### src/hw/rtl/ucd_pkg.sv
// Shared types, constants and the month table of the Unix time to civil date converter.
`default_nettype none

package ucd_pkg;

    // register stages from input to output
    localparam int unsigned NUM_STAGES = 6;

    typedef logic [NUM_STAGES-1:0] stage_vec_t;

    // secs / 86400 is (secs >> 7) / 675, done as an exact reciprocal multiply
    localparam int unsigned DAY_POW2_SHIFT = 7;
    localparam logic [25:0] DAY_RECIP      = 26'd50903317;
    localparam int unsigned DAY_RECIP_SHR  = 35;
    localparam logic [9:0]  DAY_ODD_FACTOR = 10'd675;

    typedef logic [15:0] day_num_t;

    // first day of each March-based month in the March-based year: (153 * mon + 2) / 5
    function automatic logic [8:0] month_start(input logic [3:0] mon);
        logic [8:0] start;
        begin
            case (mon)
                4'd0:    start = 9'd0;
                4'd1:    start = 9'd31;
                4'd2:    start = 9'd61;
                4'd3:    start = 9'd92;
                4'd4:    start = 9'd122;
                4'd5:    start = 9'd153;
                4'd6:    start = 9'd184;
                4'd7:    start = 9'd214;
                4'd8:    start = 9'd245;
                4'd9:    start = 9'd275;
                4'd10:   start = 9'd306;
                4'd11:   start = 9'd337;
                default: start = 9'd0;
            endcase
            return start;
        end
    endfunction

endpackage

`default_nettype wire

### src/hw/rtl/ucd_date_path.sv
// Date pipeline: whole days since 1970 to Gregorian year, month and day.
`default_nettype none

module ucd_date_path
(
    input  wire logic                clk,
    input  wire ucd_pkg::stage_vec_t en,
    input  wire ucd_pkg::day_num_t   day_num,
    output logic [11:0]              year,
    output logic [3:0]               month,
    output logic [4:0]               day
);

    // day counts since 1970 at which the March-based centuries 2000 and 2100 begin
    localparam logic [15:0] C20_START = 16'd11017;
    localparam logic [15:0] C21_START = 16'd47541;
    // offset from days since 1970 to day of the century starting 1900-03-01
    localparam logic [15:0] C19_OFFSET = 16'd25508;

    // stage 1
    logic [15:0] doc1_reg, doc1_next;
    logic [11:0] yrb1_reg, yrb1_next;
    // stage 2
    logic [15:0] doc2_reg;
    logic [11:0] yrb2_reg;
    logic [6:0]  yoc2_reg, yoc2_next;
    // stage 3
    logic [8:0]  doy3_reg, doy3_next;
    logic [11:0] year3_reg, year3_next;
    // stage 4
    logic [8:0]  doy4_reg;
    logic [11:0] year4_reg;
    logic [3:0]  mon4_reg, mon4_next;
    // stage 5
    logic [11:0] year_reg, year_next;
    logic [3:0]  month_reg, month_next;
    logic [4:0]  day_reg, day_next;

    logic [17:0] yr_n;
    logic [35:0] yr_prod;
    logic [15:0] yr_days;
    logic [15:0] doy_wide;
    logic [10:0] mon_n;
    logic [21:0] mon_prod;
    logic        wrap;
    logic [8:0]  day_wide;

    // pick the century by comparing against its first day
    always_comb
    begin
        if (day_num >= C21_START)
        begin
            doc1_next = day_num - C21_START;
            yrb1_next = 12'd2100;
        end
        else if (day_num >= C20_START)
        begin
            doc1_next = day_num - C20_START;
            yrb1_next = 12'd2000;
        end
        else
        begin
            doc1_next = day_num + C19_OFFSET;
            yrb1_next = 12'd1900;
        end
    end

    // year of century: 4 * (doc + 366) / 1461 - 1 by exact reciprocal
    assign yr_n      = {doc1_reg + 16'd366, 2'b00};
    assign yr_prod   = {18'd0, yr_n} * 36'd183735;
    assign yoc2_next = yr_prod[34:28] - 7'd1;

    assign yr_days    = ({9'd0, yoc2_reg} * 16'd365) + {11'd0, yoc2_reg[6:2]};
    assign doy_wide   = doc2_reg - yr_days;
    assign doy3_next  = doy_wide[8:0];
    assign year3_next = yrb2_reg + {5'd0, yoc2_reg};

    // March-based month: (5 * doy + 2) / 153 by exact reciprocal
    assign mon_n     = {doy3_reg, 2'b00} + {2'b00, doy3_reg} + 11'd2;
    assign mon_prod  = {11'd0, mon_n} * 22'd1714;
    assign mon4_next = mon_prod[21:18];

    // January and February belong to the next calendar year
    assign wrap       = (mon4_reg >= 4'd10);
    assign month_next = wrap ? (mon4_reg - 4'd9) : (mon4_reg + 4'd3);
    assign year_next  = year4_reg + {11'd0, wrap};
    assign day_wide   = doy4_reg - ucd_pkg::month_start(mon4_reg) + 9'd1;
    assign day_next   = day_wide[4:0];

    always_ff @(posedge clk)
    begin
        if (en[1])
        begin
            doc1_reg <= doc1_next;
            yrb1_reg <= yrb1_next;
        end
        if (en[2])
        begin
            doc2_reg <= doc1_reg;
            yrb2_reg <= yrb1_reg;
            yoc2_reg <= yoc2_next;
        end
        if (en[3])
        begin
            doy3_reg  <= doy3_next;
            year3_reg <= year3_next;
        end
        if (en[4])
        begin
            doy4_reg  <= doy3_reg;
            year4_reg <= year3_reg;
            mon4_reg  <= mon4_next;
        end
        if (en[5])
        begin
            year_reg  <= year_next;
            month_reg <= month_next;
            day_reg   <= day_next;
        end
    end

    assign year  = year_reg;
    assign month = month_reg;
    assign day   = day_reg;

endmodule

`default_nettype wire

### src/hw/rtl/ucd_clock_path.sv
// Time-of-day pipeline: seconds within the day to hour, minute and second.
`default_nettype none

module ucd_clock_path
(
    input  wire logic                clk,
    input  wire ucd_pkg::stage_vec_t en,
    input  wire logic [31:0]         secs,
    input  wire ucd_pkg::day_num_t   day_num,
    output logic [4:0]               hour,
    output logic [5:0]               minute,
    output logic [5:0]               second
);

    logic [16:0] tod1_reg, tod1_next;
    logic [16:0] tod2_reg;
    logic [4:0]  hour2_reg, hour2_next;
    logic [4:0]  hour3_reg;
    logic [11:0] rem3_reg, rem3_next;
    logic [4:0]  hour4_reg;
    logic [11:0] rem4_reg;
    logic [5:0]  min4_reg, min4_next;
    logic [4:0]  hour_reg;
    logic [5:0]  minute_reg;
    logic [5:0]  second_reg, second_next;

    logic [24:0] day_odd_prod;
    logic [24:0] day_odd_rem;
    logic [25:0] hour_prod;
    logic [16:0] hour_secs;
    logic [16:0] rem_wide;
    logic [20:0] min_prod;
    logic [11:0] min_secs;
    logic [11:0] sec_wide;

    // remainder of the odd factor of 86400, low seven bits pass straight
    assign day_odd_prod = {9'd0, day_num} * {15'd0, ucd_pkg::DAY_ODD_FACTOR};
    assign day_odd_rem  = secs[31:ucd_pkg::DAY_POW2_SHIFT] - day_odd_prod;
    assign tod1_next    = {day_odd_rem[9:0], secs[ucd_pkg::DAY_POW2_SHIFT-1:0]};

    // hour: (tod >> 4) / 225 by exact reciprocal
    assign hour_prod  = {13'd0, tod1_reg[16:4]} * 26'd4661;
    assign hour2_next = hour_prod[24:20];

    assign hour_secs = {12'd0, hour2_reg} * 17'd3600;
    assign rem_wide  = tod2_reg - hour_secs;
    assign rem3_next = rem_wide[11:0];

    // minute: (rem >> 2) / 15 by exact reciprocal
    assign min_prod  = {11'd0, rem3_reg[11:2]} * 21'd1093;
    assign min4_next = min_prod[19:14];

    assign min_secs    = {6'd0, min4_reg} * 12'd60;
    assign sec_wide    = rem4_reg - min_secs;
    assign second_next = sec_wide[5:0];

    always_ff @(posedge clk)
    begin
        if (en[1])
        begin
            tod1_reg <= tod1_next;
        end
        if (en[2])
        begin
            tod2_reg  <= tod1_reg;
            hour2_reg <= hour2_next;
        end
        if (en[3])
        begin
            hour3_reg <= hour2_reg;
            rem3_reg  <= rem3_next;
        end
        if (en[4])
        begin
            hour4_reg <= hour3_reg;
            rem4_reg  <= rem3_reg;
            min4_reg  <= min4_next;
        end
        if (en[5])
        begin
            hour_reg   <= hour4_reg;
            minute_reg <= min4_reg;
            second_reg <= second_next;
        end
    end

    assign hour   = hour_reg;
    assign minute = minute_reg;
    assign second = second_reg;

endmodule

`default_nettype wire

### src/hw/rtl/unix_seconds_to_civil_date_top.sv
// Throughput: one request per cycle while the output is not stalled.
// There are six register stages, at most one multiply per path in each.
// Each stage holds only while it is full and the stage after it is stalled,
// so empty stages keep accepting while a finished result waits.
// Reset clears the stage valid bits only; the datapath registers are not reset.
`default_nettype none

module unix_seconds_to_civil_date_top
(
    input  wire logic        clk,
    input  wire logic        rst_n,
    input  wire logic        s_axis_tvalid,
    output logic             s_axis_tready,
    input  wire logic [31:0] s_axis_tdata,   // unix_seconds[31:0]
    output logic             m_axis_tvalid,
    input  wire logic        m_axis_tready,
    output logic [39:0]      m_axis_tdata    // year_out[11:0], month_out[15:12], day_out[20:16],
                                             // hour_out[25:21], minute_out[31:26],
                                             // second_out[37:32], zero[39:38]
);

    ucd_pkg::stage_vec_t valid_reg, valid_next;
    ucd_pkg::stage_vec_t en;

    ucd_pkg::day_num_t day0_reg;
    logic [31:0]       secs0_reg;
    logic [50:0]       day_prod;

    logic [11:0] year;
    logic [3:0]  month;
    logic [4:0]  day;
    logic [4:0]  hour;
    logic [5:0]  minute;
    logic [5:0]  second;

    // a stage may load when it is empty or its contents move on
    always_comb
    begin
        en[ucd_pkg::NUM_STAGES-1] = !valid_reg[ucd_pkg::NUM_STAGES-1] || m_axis_tready;
        for (int k = ucd_pkg::NUM_STAGES - 2; k >= 0; k--)
        begin
            en[k] = !valid_reg[k] || en[k+1];
        end
    end

    always_comb
    begin
        valid_next[0] = en[0] ? s_axis_tvalid : valid_reg[0];
        for (int k = 1; k < ucd_pkg::NUM_STAGES; k++)
        begin
            valid_next[k] = en[k] ? valid_reg[k-1] : valid_reg[k];
        end
    end

    always_ff @(posedge clk or negedge rst_n)
    begin
        if (!rst_n)
        begin
            valid_reg <= '0;
        end
        else
        begin
            valid_reg <= valid_next;
        end
    end

    // whole days: (secs >> 7) / 675 as an exact reciprocal multiply
    assign day_prod = {26'd0, s_axis_tdata[31:ucd_pkg::DAY_POW2_SHIFT]}
                    * {25'd0, ucd_pkg::DAY_RECIP};

    always_ff @(posedge clk)
    begin
        if (en[0])
        begin
            day0_reg  <= day_prod[ucd_pkg::DAY_RECIP_SHR+15:ucd_pkg::DAY_RECIP_SHR];
            secs0_reg <= s_axis_tdata;
        end
    end

    ucd_date_path u_date
    (
        .clk     (clk),
        .en      (en),
        .day_num (day0_reg),
        .year    (year),
        .month   (month),
        .day     (day)
    );

    ucd_clock_path u_clock
    (
        .clk     (clk),
        .en      (en),
        .secs    (secs0_reg),
        .day_num (day0_reg),
        .hour    (hour),
        .minute  (minute),
        .second  (second)
    );

    assign s_axis_tready = en[0];
    assign m_axis_tvalid = valid_reg[ucd_pkg::NUM_STAGES-1];
    assign m_axis_tdata  = {2'b00, second, minute, hour, day, month, year};

endmodule

`default_nettype wire

### config.mk
export PLATFORM = sky130hd
export DESIGN_NAME = unix_seconds_to_civil_date_top
export DESIGN_NICKNAME = d
export VERILOG_FILES = /design/src/hw/rtl/ucd_pkg.sv /design/src/hw/rtl/ucd_date_path.sv /design/src/hw/rtl/ucd_clock_path.sv /design/src/hw/rtl/unix_seconds_to_civil_date_top.sv
export SDC_FILE = /design/constraint.sdc
export NUM_CORES = 2
export LEC_CHECK = 0
export BUFFER_PORTS_ARGS = -buffer_cell sky130_fd_sc_hd__buf_2
export CAP_MARGIN = 10
export CELL_PAD_IN_SITES_DETAIL_PLACEMENT = 1
export CELL_PAD_IN_SITES_GLOBAL_PLACEMENT = 2
export CORE_MARGIN = 4
export CORE_UTILIZATION = 40
export CTS_BUF_LIST = sky130_fd_sc_hd__clkbuf_8 sky130_fd_sc_hd__clkbuf_16
export DETAILED_ROUTE_END_ITERATION = 7
export PLACE_DENSITY_LB_ADDON = 0.15
export SETUP_SLACK_MARGIN = 0.2
export SYNTH_ARGS = -nofsm -noshare
export SYNTH_HDL_FRONTEND = slang
export SYNTH_SLANG_ARGS = --single-unit
export TNS_END_PERCENT = 50
### constraint.sdc
create_clock -name clk -period 11.6 [get_ports clk]
set_input_delay 0 -clock clk [delete_from_list [all_inputs] [get_ports clk]]
set_output_delay 0 -clock clk [all_outputs]
set_load 0.05 [all_outputs]
==> results.md <==
- The final max-slew violation count is 0.
- The worst setup path is launched from a register.
- The dominant register cell in the synthesized netlist is sky130_fd_sc_hd__edfxtp_1.
- The final worst clock skew is 0.0159 ns.
- The H-tree depth is 1.
- The area of the multi-input gates is 22000 µm².
- The initial antenna violation count is 1.
- The number of endpoints with negative hold slack in the final report is 0.
- The die is approximately 290 µm tall.
- STA puts the critical path data arrival time at about 10 ns.
- The number of buffer cells added on primary ports is 75.
- The post-detailed-route count of antenna-violating nets is 0.
- The via count of the first global-routing pass was between 20000 and 25000.
- The iteration-0 DRC count of the detailed router is between 700 and 800.
- The wire length reported by the detailed router is around 74000 µm.
- The final routed DRC violation total is 0.
- The area of the die is 84100 µm².
- In this run the worst hold path is classified as in2reg.
- The number of buffer and inverter instances along the worst setup path is 10.
- In this run the number of cells on the critical path is 37.
- The overall routing resource usage is roughly 18%.
- The area growth from synthesis to layout is 8.72%.
- Counting flops with a built-in enable in the synthesized netlist gives 225.
- The cell count after synthesis is around 2900.
- The cell that appears most often on the critical path is sky130_fd_sc_hd__inv_1.
- Global routing finished with a remaining overflow of 0.
- The final critical-path required period is ~10 ns.
- The startpoint of the most critical register-to-register path is u_date.doc1_reg[1].
- The routed layout has 19849 vias.
- Dividing the detail-routed wire length by the instance count gives between 15 and 20 µm.
- At the pin with the least slew margin, the transition time is 0.989 ns.
- The mapped netlist covers around 32000 µm².
- Detailed placement ended at an HPWL of around 63000 µm.
- The average cell area after synthesis is 11.1 µm².
- Counting flops and latches in the post-synthesis netlist gives roughly 240.
- The kind of critical path is reg2reg.
- Measured in cells, the most critical reg-to-reg path has a length of 37.
- The proportion of synthesized chip area in sequential cells is ~22%.
- The number of maximum-capacitance violations is 0.
- The worst hold margin is 0.156 ns.
- The pin count of the biggest net entering global routing is 43.
- The capturing instance or port of the critical path is u_date.yoc2_reg[6].
- In this run the worst path has a maximum fanout of 7.
- The count of unique library cells instantiated by Yosys is 79.
- The clock root buffer master is sky130_fd_sc_hd__clkbuf_16.
- The effective utilization at floorplan is 40.3%.
- The worst register-to-register path ends at u_date.yoc2_reg[6].
- Across all register-to-register paths, the minimum setup slack is 1.62 ns.
- In this run, post-CTS hold repair placed 20 buffers.
- Clock-pin slew was measured on the worst setup and hold paths at 0.06 ns.
- The upper clock frequency limit is ~0.10 GHz.
- Routability-driven placement finished with a final weighted congestion of 0.853.
- The number of clock sinks is approximately 240.
- The post-layout instance count excluding filler cells is approximately 4000.
- During synthesis, Yosys emitted a total of 0 warnings.
- The largest individual stage delay along the critical path comes from the cell sky130_fd_sc_hd__fa_1.
- The diode insertion count for antenna repair is 0.
- The die width is just under 300 µm.
- The number of buffers added by the clock tree synthesis step is 27.
- Setup repair after global routing left no endpoint under its margin.
- The number of placement rows is between 100 and 150.
- In the final layout, flip-flops and latches occupy between 7000 and 8000 µm².
- The core region is around 79000 µm².
- The post-route netlist has between 5 and 6% of its cells at a drive strength greater than 1.
- The number of detailed-route iterations in the first pass is 4.
- In this run the count of I/O pins placed on the die edge is just under 80.
- The worst slew slack as a fraction of its limit is 33.9%.
- The first global-routing pass estimated about 120000 µm of wire.
- The number of setup buffers added after CTS is 0.
- The clock latency on the worst-skew pair is 0.56 ns.
- The worst setup path is captured at a register.
- The worst path uses around 86% of the clock period.
- In this run the deepest clock path goes through 3 buffers.
- Using the TritonRoute via totals, the vias-per-cell ratio works out to 4.91.
- In this run, placement finished with an instance count of 3972.
- The finished cells cover roughly 35000 µm².
- The stage delay of the slowest cell on the critical path is ~0.55 ns.
- In the synthesized netlist the async set-or-reset flop fraction comes to 2.54%.
- The final count of negative-setup-slack endpoints is 0.
- The endpoint required time on the critical path is between 10 and 15 ns.
- For the final routed database, the setup TNS stands at 0 ns.
- The TritonCTS clock tree is done.
- The number of nets in the layout is about 4100.
- The cell family contributing the most delay on the critical path is adder cells.
- The launching element of the worst setup path is u_date.doc1_reg[1].
- Fill cells in the final layout number approximately 8600.
- The cell area after placement is 33500 µm².
- In this run, post-CTS repair resized a total of 0 instances.
- The flow ran to the end, and the final reports show no timing, DRC or antenna violations.
[synthesized netlist by cell type (3+ instances only)]
cell type,number,share of area (%)
sky130_fd_sc_hd__fa_1,397,25
sky130_fd_sc_hd__dfrtp_1,6,0.47
sky130_fd_sc_hd__a41o_1,3,0.094
sky130_fd_sc_hd__inv_1,725,8.6
sky130_fd_sc_hd__a211oi_1,12,0.28
sky130_fd_sc_hd__ha_1,719,28
sky130_fd_sc_hd__o22ai_1,6,0.12
sky130_fd_sc_hd__or4_1,4,0.094
sky130_fd_sc_hd__xor2_1,50,1.4
sky130_fd_sc_hd__dfxtp_1,5,0.31
sky130_fd_sc_hd__a221o_1,3,0.094
sky130_fd_sc_hd__o31ai_1,6,0.14
sky130_fd_sc_hd__or2_2,6,0.12
sky130_fd_sc_hd__and3_1,15,0.29
sky130_fd_sc_hd__a31oi_1,10,0.20
sky130_fd_sc_hd__o221ai_1,6,0.17
sky130_fd_sc_hd__nand3_1,25,0.39
sky130_fd_sc_hd__a21o_1,66,1.6
sky130_fd_sc_hd__o41ai_1,3,0.083
sky130_fd_sc_hd__nor2_1,61,0.72
sky130_fd_sc_hd__mux2i_1,6,0.19
sky130_fd_sc_hd__buf_2,3,0.047
sky130_fd_sc_hd__edfxtp_1,225,21
sky130_fd_sc_hd__a31o_2,3,0.083
sky130_fd_sc_hd__a21oi_1,88,1.4
sky130_fd_sc_hd__a311o_1,4,0.13
sky130_fd_sc_hd__and2_1,8,0.16
sky130_fd_sc_hd__nand2_1,55,0.65
sky130_fd_sc_hd__nand4_1,12,0.24
sky130_fd_sc_hd__nor3_1,19,0.30
sky130_fd_sc_hd__o21a_1,18,0.42
sky130_fd_sc_hd__nand2b_1,15,0.29
sky130_fd_sc_hd__o21ai_0,42,0.66
sky130_fd_sc_hd__xnor2_1,110,3.0
sky130_fd_sc_hd__nor2b_1,20,0.39
sky130_fd_sc_hd__and4_1,5,0.14
sky130_fd_sc_hd__a221oi_1,4,0.11
sky130_fd_sc_hd__o21bai_1,18,0.42
sky130_fd_sc_hd__o211ai_1,13,0.31
sky130_fd_sc_hd__clkbuf_1,11,0.13
[cell usage in the layout (no fill, tap or decap), types with 8 or more instances in the layout]
cell type | synthesis | final
sky130_fd_sc_hd__ha_1 | 719 | 719
sky130_fd_sc_hd__o211ai_1 | 13 | 13
sky130_fd_sc_hd__nor3_1 | 19 | 19
sky130_fd_sc_hd__nand2b_1 | 15 | 14
sky130_fd_sc_hd__o21bai_1 | 18 | 18
sky130_fd_sc_hd__nand2_1 | 55 | 54
sky130_fd_sc_hd__inv_1 | 725 | 726
sky130_fd_sc_hd__and3_1 | 15 | 15
sky130_fd_sc_hd__clkbuf_16 | 0 | 27
sky130_fd_sc_hd__xor2_1 | 50 | 50
sky130_fd_sc_hd__nand4_1 | 12 | 12
sky130_fd_sc_hd__fa_1 | 397 | 397
sky130_fd_sc_hd__dlygate4sd3_1 | 0 | 20
sky130_fd_sc_hd__nor2_1 | 61 | 61
sky130_fd_sc_hd__nand3_1 | 25 | 24
sky130_fd_sc_hd__buf_2 | 3 | 75
sky130_fd_sc_hd__o21a_1 | 18 | 18
sky130_fd_sc_hd__a31oi_1 | 10 | 10
sky130_fd_sc_hd__a21o_1 | 66 | 66
sky130_fd_sc_hd__edfxtp_1 | 225 | 225
sky130_fd_sc_hd__o21ai_0 | 42 | 42
sky130_fd_sc_hd__and2_1 | 8 | 8
sky130_fd_sc_hd__a211oi_1 | 12 | 12
sky130_fd_sc_hd__xnor2_1 | 110 | 110
sky130_fd_sc_hd__a21oi_1 | 88 | 88
sky130_fd_sc_hd__nor2b_1 | 20 | 20
[how the worst min path moves through the flow]
stage | from | end | slack (ns) | depth (start not counted)
after floorplan | rst_n | valid_reg[0] | -0.30 | 0
after global placement | rst_n | valid_reg[5] | -0.17 | 1
after detailed placement | rst_n | valid_reg[5] | -0.16 | 1
after CTS | s_axis_tdata[0] | secs0_reg[0] | 0.11 | 2
after global routing | s_axis_tdata[6] | secs0_reg[6] | 0.15 | 2
final | s_axis_tdata[6] | secs0_reg[6] | 0.16 | 2
[logic make-up after synthesis]
logic type | count (synthesis) | share of synthesized area, %
fa+ha+maj | 1116 | 53.2
xor+xnor | 160 | 4.40
simple gates | 259 | 4.15
flops | 236 | 22.0
mux | 9 | 0.307
compound gates | 332 | 7.04
other cells | 1 | 0.0118
buf+inv | 745 | 8.82
[worst register-to-register path, delay by kind of cell (launching register included)]
family,cells,cell delay [ns]
compound gates,7,1.93
xor+xnor,2,0.30
fa+ha+maj,10,4.35
buf+inv,10,0.83
flops,1,0.52
mux,1,0.27
simple gates,7,1.56
[per-layer routing]
| metal | up-vias | track usage (%) | wire (µm) |
|---|---|---|---|
| li1 | 9604 | - | - |
| met1 | 9955 | 24.8 | 35100 |
| met2 | 211 | 31.9 | 36100 |
| met3 | 77 | 1.50 | 1710 |
| met4 | 2 | 2.96 | 1150 |
| met5 | - | 0 | 13 |
[stage by stage]
step / setup WS [ns] / utilization, %
after floorplan: 2.90 / -
after global placement: 1.85 / 42.5
after detailed placement: 1.65 / 42.5
after CTS: 1.61 / 43.9
after global routing: 0.998 / 43.9
final: 1.62 / 43.9
[final cells by class]
type,instances,share of cell area (%)
clock buffer,29,2.03
clock inverter,21,0.597
inverter,728,7.90
multi-input combinational,1878,63.6
sequential,236,20.3
tap,1050,3.80
timing repair buffer,100,1.77
Power is left out: the tool's default activity adds up to more than one toggle a clock period on the data nets, which glitch-free logic cannot reach.
